`config.mk`:
```
export PLATFORM = sky130hd
export DESIGN_NAME = ban_table_with_expiry_top
export DESIGN_NICKNAME = d
export VERILOG_FILES = /design/src/hdl/bte_pkg.sv /design/src/hdl/ban_table_with_expiry_top.sv /design/src/hdl/bte_front.sv /design/src/hdl/bte_back.sv
export SDC_FILE = /design/constraint.sdc
export NUM_CORES = 2
export LEC_CHECK = 0
export BUFFER_PORTS_ARGS = -buffer_cell sky130_fd_sc_hd__buf_2
export CAP_MARGIN = 5
export CORE_MARGIN = 10
export CORE_UTILIZATION = 55
export DETAILED_ROUTE_END_ITERATION = 8
export PLACE_DENSITY = 0.69
export SETUP_SLACK_MARGIN = 0.5
export SYNTH_ARGS = -nofsm -noshare
export SYNTH_HDL_FRONTEND = slang
export SYNTH_HIERARCHICAL = 1
export SYNTH_SLANG_ARGS = --single-unit
```
`constraint.sdc`:
```
create_clock -name clk -period 13.2 [get_ports clk]
set_input_delay 3.3 -clock clk [delete_from_list [all_inputs] [get_ports clk]]
set_output_delay 3.3 -clock clk [all_outputs]
set_load 0.05 [all_outputs]
```
`src/hdl/bte_pkg.sv`:
```
// ---------------------------------------------------------------------------
// bte_pkg: shared types for the ban table with expiry
// Beat payloads, queued commands, table entries and front/back status.
// ---------------------------------------------------------------------------
package bte_pkg;

	localparam logic [1:0] FUNC_BAN   = 2'd0;
	localparam logic [1:0] FUNC_TICK  = 2'd1;
	localparam logic [1:0] FUNC_QUERY = 2'd2;

	typedef struct packed {
		logic [1:0]  func;
		logic [31:0] address;
		logic [7:0]  ban_seconds;
	} in_t;

	typedef struct packed {
		logic       is_banned;
		logic [7:0] seconds_left;
		logic       table_full;
		logic       table_changed;
	} out_t;

	typedef enum logic [1:0] {
		OP_BAN   = 2'd0,
		OP_TICK  = 2'd1,
		OP_QUERY = 2'd2,
		OP_NOP   = 2'd3
	} op_t;

	typedef struct packed {
		op_t         op;
		logic [31:0] address;
		logic [7:0]  ban_seconds;
	} cmd_t;

	typedef struct packed {
		logic        valid;
		logic [31:0] address;
		logic [7:0]  seconds;
	} ent_t;

	// back -> front
	typedef struct packed {
		logic clearing;
		logic pop;
	} back_stat_t;

endpackage

```
`src/hdl/ban_table_with_expiry_top.sv`:
```
// ---------------------------------------------------------------------------
// ban_table_with_expiry_top: IPv4 ban table with per-entry seconds aging
// Ban, tick and query commands against a table of ENTRIES addresses.
// ---------------------------------------------------------------------------
// Usage: raise start with an item while busy is low; the beat is taken at
// that edge. Each item yields exactly one result, shown on result for a
// single cycle while strobe is high; the receiver cannot stall it, so sample
// it then. Items are served in order, one at a time. Every item except the
// unused function code walks the whole table through the single read port
// of the entry memory. The engine picks up the command in its idle state,
// scans the table and finishes in a done state that registers the result
// and raises strobe; the unused code skips the scan. A two-deep queue takes
// up to two further items while one is in service; busy rises when it is
// full. After reset the engine clears the table, one entry per cycle, and
// holds busy high meanwhile.
// ---------------------------------------------------------------------------
module ban_table_with_expiry_top #(
	parameter int ENTRIES = 64
) (
	input  logic          clk,
	input  logic          arst_n,
	input  logic          start,
	output logic          busy,
	input  bte_pkg::in_t  item,
	output logic          strobe,
	output bte_pkg::out_t result
);
	import bte_pkg::*;

	back_stat_t stat;
	logic       cmd_valid;
	cmd_t       cmd;

	// front: decode beats, queue commands until the engine is free
	bte_front u_front (
		.clk      (clk),
		.arst_n   (arst_n),
		.start    (start),
		.busy     (busy),
		.item     (item),
		.stat     (stat),
		.cmd_valid(cmd_valid),
		.cmd      (cmd)
	);

	// back: scan the table, update entries, drive the result beat
	bte_back #(
		.ENTRIES(ENTRIES)
	) u_back (
		.clk      (clk),
		.arst_n   (arst_n),
		.cmd_valid(cmd_valid),
		.cmd      (cmd),
		.stat     (stat),
		.strobe   (strobe),
		.result   (result)
	);

endmodule

```
`src/hdl/bte_front.sv`:
```
// ---------------------------------------------------------------------------
// bte_front: command intake
// Decode incoming beats into commands and hold them in a two-deep queue.
// ---------------------------------------------------------------------------
module bte_front (
	input  logic               clk,
	input  logic               arst_n,
	input  logic               start,
	output logic               busy,
	input  bte_pkg::in_t       item,
	input  bte_pkg::back_stat_t stat,
	output logic               cmd_valid,
	output bte_pkg::cmd_t      cmd
);
	import bte_pkg::*;

	cmd_t       queue_q [2];
	logic       wr_ptr_q;
	logic       rd_ptr_q;
	logic [1:0] count_q;
	logic       push;
	logic       pop;
	cmd_t       dec;

	always_comb begin
		dec.address     = item.address;
		dec.ban_seconds = item.ban_seconds;
		case (item.func)
			FUNC_BAN:   dec.op = OP_BAN;
			FUNC_TICK:  dec.op = OP_TICK;
			FUNC_QUERY: dec.op = OP_QUERY;
			default:    dec.op = OP_NOP;
		endcase
	end

	assign busy      = (count_q == 2'd2) || stat.clearing;
	assign push      = start && !busy;
	assign cmd_valid = (count_q != 2'd0);
	assign pop       = stat.pop && cmd_valid;
	assign cmd       = queue_q[rd_ptr_q];

	always_ff @(posedge clk) begin
		if (push) begin
			queue_q[wr_ptr_q] <= dec;
		end
	end

	always_ff @(posedge clk or negedge arst_n) begin
		if (!arst_n) begin
			wr_ptr_q <= 1'b0;
			rd_ptr_q <= 1'b0;
			count_q  <= 2'd0;
		end else begin
			if (push) begin
				wr_ptr_q <= !wr_ptr_q;
			end
			if (pop) begin
				rd_ptr_q <= !rd_ptr_q;
			end
			case ({push, pop})
				2'b10:   count_q <= count_q + 2'd1;
				2'b01:   count_q <= count_q - 2'd1;
				default: count_q <= count_q;
			endcase
		end
	end

endmodule

```
`src/hdl/bte_back.sv`:
```
// ---------------------------------------------------------------------------
// bte_back: table engine
// Scan the entry memory once per ban, tick or query command and apply it.
// ---------------------------------------------------------------------------
module bte_back #(
	parameter int ENTRIES = 64
) (
	input  logic                clk,
	input  logic                arst_n,
	input  logic                cmd_valid,
	input  bte_pkg::cmd_t       cmd,
	output bte_pkg::back_stat_t stat,
	output logic                strobe,
	output bte_pkg::out_t       result
);
	import bte_pkg::*;

	localparam int IDX_W = (ENTRIES > 1) ? $clog2(ENTRIES) : 1;
	localparam int CNT_W = $clog2(ENTRIES + 1);
	localparam logic [CNT_W-1:0] CNT_END  = CNT_W'(ENTRIES);
	localparam logic [CNT_W-1:0] CNT_LAST = CNT_W'(ENTRIES - 1);
	localparam logic [IDX_W-1:0] IDX_LAST = IDX_W'(ENTRIES - 1);

	typedef enum logic [3:0] {
		ST_CLEAR = 4'b0001,
		ST_IDLE  = 4'b0010,
		ST_SCAN  = 4'b0100,
		ST_DONE  = 4'b1000
	} state_t;

	ent_t mem [ENTRIES];

	state_t           state_q;
	logic [CNT_W-1:0] cnt_q;
	cmd_t             cmd_q;
	logic             vld_s1;
	logic [IDX_W-1:0] idx_s1;
	ent_t             rdata_s1;
	logic             hit_q;
	logic [IDX_W-1:0] hit_idx_q;
	logic [7:0]       hit_secs_q;
	logic             free_q;
	logic [IDX_W-1:0] free_idx_q;
	logic             changed_q;
	logic             strobe_q;
	out_t             result_q;

	logic             we;
	logic [IDX_W-1:0] wa;
	ent_t             wd;
	logic             match;
	logic [8:0]       sum;
	logic [7:0]       sat;
	out_t             res_d;

	assign match = rdata_s1.valid && (rdata_s1.address == cmd_q.address);
	assign sum   = {1'b0, hit_secs_q} + {1'b0, cmd_q.ban_seconds};
	assign sat   = sum[8] ? 8'hFF : sum[7:0];

	assign stat.clearing = (state_q == ST_CLEAR);
	assign stat.pop      = (state_q == ST_IDLE) && cmd_valid;
	assign strobe        = strobe_q;
	assign result        = result_q;

	// write port and result of the finishing cycle
	always_comb begin
		we    = 1'b0;
		wa    = idx_s1;
		wd    = rdata_s1;
		res_d = '0;
		case (state_q)
			ST_CLEAR: begin
				we = 1'b1;
				wa = cnt_q[IDX_W-1:0];
				wd = '0;
			end
			ST_SCAN: begin
				if (vld_s1 && (cmd_q.op == OP_TICK) && rdata_s1.valid) begin
					we = 1'b1;
					wa = idx_s1;
					if (rdata_s1.seconds != 8'd0) begin
						wd.seconds = rdata_s1.seconds - 8'd1;
					end else begin
						wd.valid = 1'b0;
					end
				end
			end
			ST_DONE: begin
				case (cmd_q.op)
					OP_BAN: begin
						if (hit_q) begin
							we                 = 1'b1;
							wa                 = hit_idx_q;
							wd.valid           = 1'b1;
							wd.address         = cmd_q.address;
							wd.seconds         = sat;
							res_d.is_banned    = 1'b1;
							res_d.seconds_left = sat;
						end else if (free_q) begin
							we                  = 1'b1;
							wa                  = free_idx_q;
							wd.valid            = 1'b1;
							wd.address          = cmd_q.address;
							wd.seconds          = cmd_q.ban_seconds;
							res_d.is_banned     = 1'b1;
							res_d.seconds_left  = cmd_q.ban_seconds;
							res_d.table_changed = 1'b1;
						end else begin
							res_d.table_full = 1'b1;
						end
					end
					OP_TICK: res_d.table_changed = changed_q;
					OP_QUERY: begin
						res_d.is_banned    = hit_q;
						res_d.seconds_left = hit_q ? hit_secs_q : 8'd0;
					end
					default: res_d = '0;
				endcase
			end
			default: we = 1'b0;
		endcase
	end

	always_ff @(posedge clk) begin
		if (we) begin
			mem[wa] <= wd;
		end
		rdata_s1 <= mem[cnt_q[IDX_W-1:0]];
	end

	always_ff @(posedge clk) begin
		if ((state_q == ST_IDLE) && cmd_valid) begin
			cmd_q <= cmd;
		end
		idx_s1 <= cnt_q[IDX_W-1:0];
		if (state_q == ST_DONE) begin
			result_q <= res_d;
		end
	end

	always_ff @(posedge clk or negedge arst_n) begin
		if (!arst_n) begin
			state_q    <= ST_CLEAR;
			cnt_q      <= '0;
			vld_s1     <= 1'b0;
			hit_q      <= 1'b0;
			hit_idx_q  <= '0;
			hit_secs_q <= '0;
			free_q     <= 1'b0;
			free_idx_q <= '0;
			changed_q  <= 1'b0;
			strobe_q   <= 1'b0;
		end else begin
			strobe_q <= 1'b0;
			case (state_q)
				ST_CLEAR: begin
					if (cnt_q == CNT_LAST) begin
						cnt_q   <= '0;
						state_q <= ST_IDLE;
					end else begin
						cnt_q <= cnt_q + 1'b1;
					end
				end
				ST_IDLE: begin
					cnt_q     <= '0;
					vld_s1    <= 1'b0;
					hit_q     <= 1'b0;
					free_q    <= 1'b0;
					changed_q <= 1'b0;
					if (cmd_valid) begin
						state_q <= (cmd.op == OP_NOP) ? ST_DONE : ST_SCAN;
					end
				end
				ST_SCAN: begin
					// issue one read per cycle, evaluate the entry read last cycle
					if (cnt_q != CNT_END) begin
						cnt_q  <= cnt_q + 1'b1;
						vld_s1 <= 1'b1;
					end else begin
						vld_s1 <= 1'b0;
					end
					if (vld_s1) begin
						if (match && !hit_q) begin
							hit_q      <= 1'b1;
							hit_idx_q  <= idx_s1;
							hit_secs_q <= rdata_s1.seconds;
						end
						if (!rdata_s1.valid && !free_q) begin
							free_q     <= 1'b1;
							free_idx_q <= idx_s1;
						end
						if ((cmd_q.op == OP_TICK) && rdata_s1.valid &&
						    (rdata_s1.seconds == 8'd0)) begin
							changed_q <= 1'b1;
						end
						if (idx_s1 == IDX_LAST) begin
							vld_s1  <= 1'b0;
							state_q <= ST_DONE;
						end
					end
				end
				ST_DONE: begin
					strobe_q <= 1'b1;
					state_q  <= ST_IDLE;
				end
				default: state_q <= ST_IDLE;
			endcase
		end
	end

endmodule

```
==> flow_summary.yaml <==
worst_setup_path:
  required_ns: 9.90
  crit_type: "flop to output pin"
  startpoint_type: "flop"
  slowest_delay_ns: 0.60
  critPathSlowestCell: "dfstp_2"
  crit_arrival_ns: 2.94
  critPathMaxFanout: 41
  endpoint_kind: "output pin"
  worstPathCellList: "or4b_1 > buf_4 > inv_2 > nand2b_1 > buf_2"
logic_synthesis:
  netlist_instances: 5010
  synth.distinct_cells: 80
  synth_top_area_share: 0.763
  synth-main-ff-cell: "edfxtp_1"
  synth-edff-count: 2761
  synth-seq-cells: 2848
  syn_area_um2: 109000
  synth_warnings: 6
  syn_avg_cell_area_um2: 21.7
  syn-num-nets: 5069
  synth.largest_area_cell: "edfxtp_1"
  ys_top_cells_by_area: "edfxtp_1, mux4_2, a22oi_1"
  yosysSeqAreaShare: 0.781
  async_flop_share: 0.0140
die:
  ios: 58
  die_y_um: 464
  start_util: 0.552
  chipWidth_um: 464
  rows: 163
  core-area_um2: 197000
  dieArea_um2: 216000
timing:
  slew_headroom: 0.231
  finalSetupViolCount: 0
  fin_skew_ns: 0.0594
  tightest_slew_ns: 1.15
  rsz0062_at_grt: "false"
  fin_crit_sh: 0.473
  final_hold_viol_count: 0
  tns_ns: 0
  final_max_slew_viol_count: 0
  max_freq_ghz: 0.160
  fin_crit_ns: 6.24
global_routing:
  grt_pass1_wl_um: 400000
  overflow: 0
  grt_max_degree: 118
  grt_usage: 0.256
  grt_pass1_vias: 54900
  antenna_found_initial: 6
clock_tree:
  insertion_delay_ns: 0.93
  cts_buffer_depth: 4
  cts_tree: "done"
  htreeDepth: 5
  postCtsSetupBuffers: 0
  cts-root-buf: "clkbuf_16"
  cts_resized: 0
  hold_buffers: 0
  cts_buffers: 290
  cts.clk_slew.worst_paths_ns: 0.06
  clock_sinks: 2848
finish:
  final_cell_mix: "edfxtp_1, mux4_2, clkbuf_16"
  final_common_cell: "edfxtp_1"
  drive_above_1_share: 0.259
  nNetsFinal: 5290
  syn_to_final_growth_pct: 12.6
  final_area_um2: 122000
  fillers: 13100
pwr:
  powerDensity_nw_per_um2: 212
  seqPwrFrac: 0.461
  switching_share: 0.291
  power_switching_mw: 7.52
  pwr-share-comb: 0.235
  intPower_mw: 18.4
  total_power_mw: 25.9
  p_leak_nw: 38.1
  ir_drop_v: 0.000196
  power.share.clock: 0.303
route:
  ant_nets: 0
  vias_per_cell: 6.76
  via_count: 54700
  wl_per_cell_um: 34.5
  drt-total-wl_um: 279000
  firstDrtPassIters: 7
  remaining_drc_errors: 0
  drtIter0Drc: 7403
run_status:
  outcome: "complete, no violations"
placed_design:
  io_buffers: 57
  place_congestion: 0.868
  post-dp-hpwl_um: 142000
  place_area_um2: 113000
flow_run:
  drv_cap: 0
hold_path:
  hold_path_class: "flop to flop"
## registers in the layout (all words and copies together), names as in the netlist, 2 cells and up
signal,flops
u_back/mem,2624
u_front/queue_q,84
u_back/cmd_q,42
u_back/rdata_s1,41
u_back/result,11
u_back/hit_secs_q,8
u_back/cnt_q,7
u_back/free_idx_q,6
u_back/hit_idx_q,6
u_back/idx_s1,6
u_back/state_q,4
u_front/count_q,2
## metal layers
layer  track usage  part of all wire
met5             0           0.00016
met4         0.110             0.048
met3        0.0482             0.097
met2         0.408              0.48
met1         0.350              0.37
## worst paths after layout
kind | start | end | slack [ns] | depth (start not counted)
max reg2reg | u_back/state_q[0]$_DFFE_PN1P_ | u_back/mem[57][23]$_DFFE_PP_ | 8.09 | 7
min in group asynchronous | arst_n | u_back/hit_secs_q[2]$_DFFE_PN0P_ | 2.55 | 1
min reg2reg | u_front/count_q[1]$_DFFE_PN0P_ | u_front/count_q[1]$_DFFE_PN0P_ | 0.49 | 1
max in group asynchronous | arst_n | u_back/cnt_q[1]$_DFFE_PN0P_ | 9.91 | 1
min | u_front/count_q[1]$_DFFE_PN0P_ | u_front/count_q[1]$_DFFE_PN0P_ | 0.49 | 1
max | u_back/state_q[0]$_DFFE_PN1P_ | busy | 6.96 | 5
## area by class of cell
cell class                 instances  area, µm²  share of cell area
sequential                      2848      84900               0.694
multi-input combinational       1852      23500               0.192
clock buffer                     370       7770              0.0635
tap                             2640       3300              0.0270
timing repair buffer             220       1620              0.0133
clock inverter                   131       1180             0.00969
inverter                          19       72.6            0.000593
antenna                            5       12.5            0.000102
## stage by stage
step	hold WS, ns	cells	utilization	setup slack, ns
after CTS	0.491	8080	0.622	6.91
after floorplan	0.368	5010	-	7.56
final	0.494	8085	0.622	6.96
after global routing	0.507	8080	0.622	6.83
after detailed placement	0.483	7579	0.576	7.90
after global placement	0.477	7579	0.576	7.88
## worst max-delay path, delay by kind of cell (launching register included)
| kind | cells | cell delay (ns) |
|---|---|---|
| buffers and inverters | 3 | 0.80 |
| AND/OR/NAND/NOR | 2 | 0.61 |
| flip-flops | 1 | 0.60 |
## power by group through the flow
| stage | combinational, mW | clock (mW) | sequential, mW |
|---|---|---|---|
| 6_report | 6.09 | 7.86 | 11.9 |
| 5_1_grt | 6.46 | 8.29 | 12.0 |
| 4_1_cts | 6.11 | 7.95 | 11.9 |
| 3_5_place_dp | 6.10 | 0 | 12.1 |
| 3_3_place_gp | 5.95 | 0 | 12.1 |
| 2_1_floorplan | 4.04 | 0 | 12.1 |
## cell usage after synthesis (5+ instances only)
| master | count |
|---|---|
| mux2_2 | 62 |
| buf_2 | 61 |
| nor3_1 | 13 |
| inv_1 | 16 |
| dfxtp_1 | 47 |
| buf_6 | 6 |
| buf_1 | 53 |
| nand3_1 | 13 |
| xnor2_1 | 30 |
| nand4_1 | 16 |
| and2_1 | 5 |
| nand2_1 | 116 |
| a21oi_1 | 106 |
| a22o_1 | 73 |
| o31ai_1 | 7 |
| ha_1 | 13 |
| mux4_2 | 601 |
| edfxtp_1 | 2761 |
| a22oi_1 | 157 |
| nor4_1 | 7 |
| o221ai_1 | 61 |
| xor2_1 | 11 |
| nand3b_1 | 8 |
| a211o_1 | 28 |
| clkbuf_1 | 168 |
| nand2b_1 | 12 |
| nor2_1 | 128 |
| o21ai_0 | 55 |
| o22ai_1 | 33 |
| a211oi_1 | 54 |
| dfrtp_1 | 39 |
| a221oi_1 | 46 |
| or3_1 | 8 |
| mux2i_1 | 115 |
## cell families after synthesis
group / Yosys count / synth area share
flip-flops: 2848 / 0.781
multiplexers: 781 / 0.142
AO/OA/AOI/OAI: 659 / 0.0445
AND/OR/NAND/NOR: 357 / 0.0156
buffers and inverters: 310 / 0.0119
XOR/XNOR: 41 / 0.00331
adder cells (fa/ha/maj): 14 / 0.00168
No activity file was read; power rests on OpenSTA's default activity.
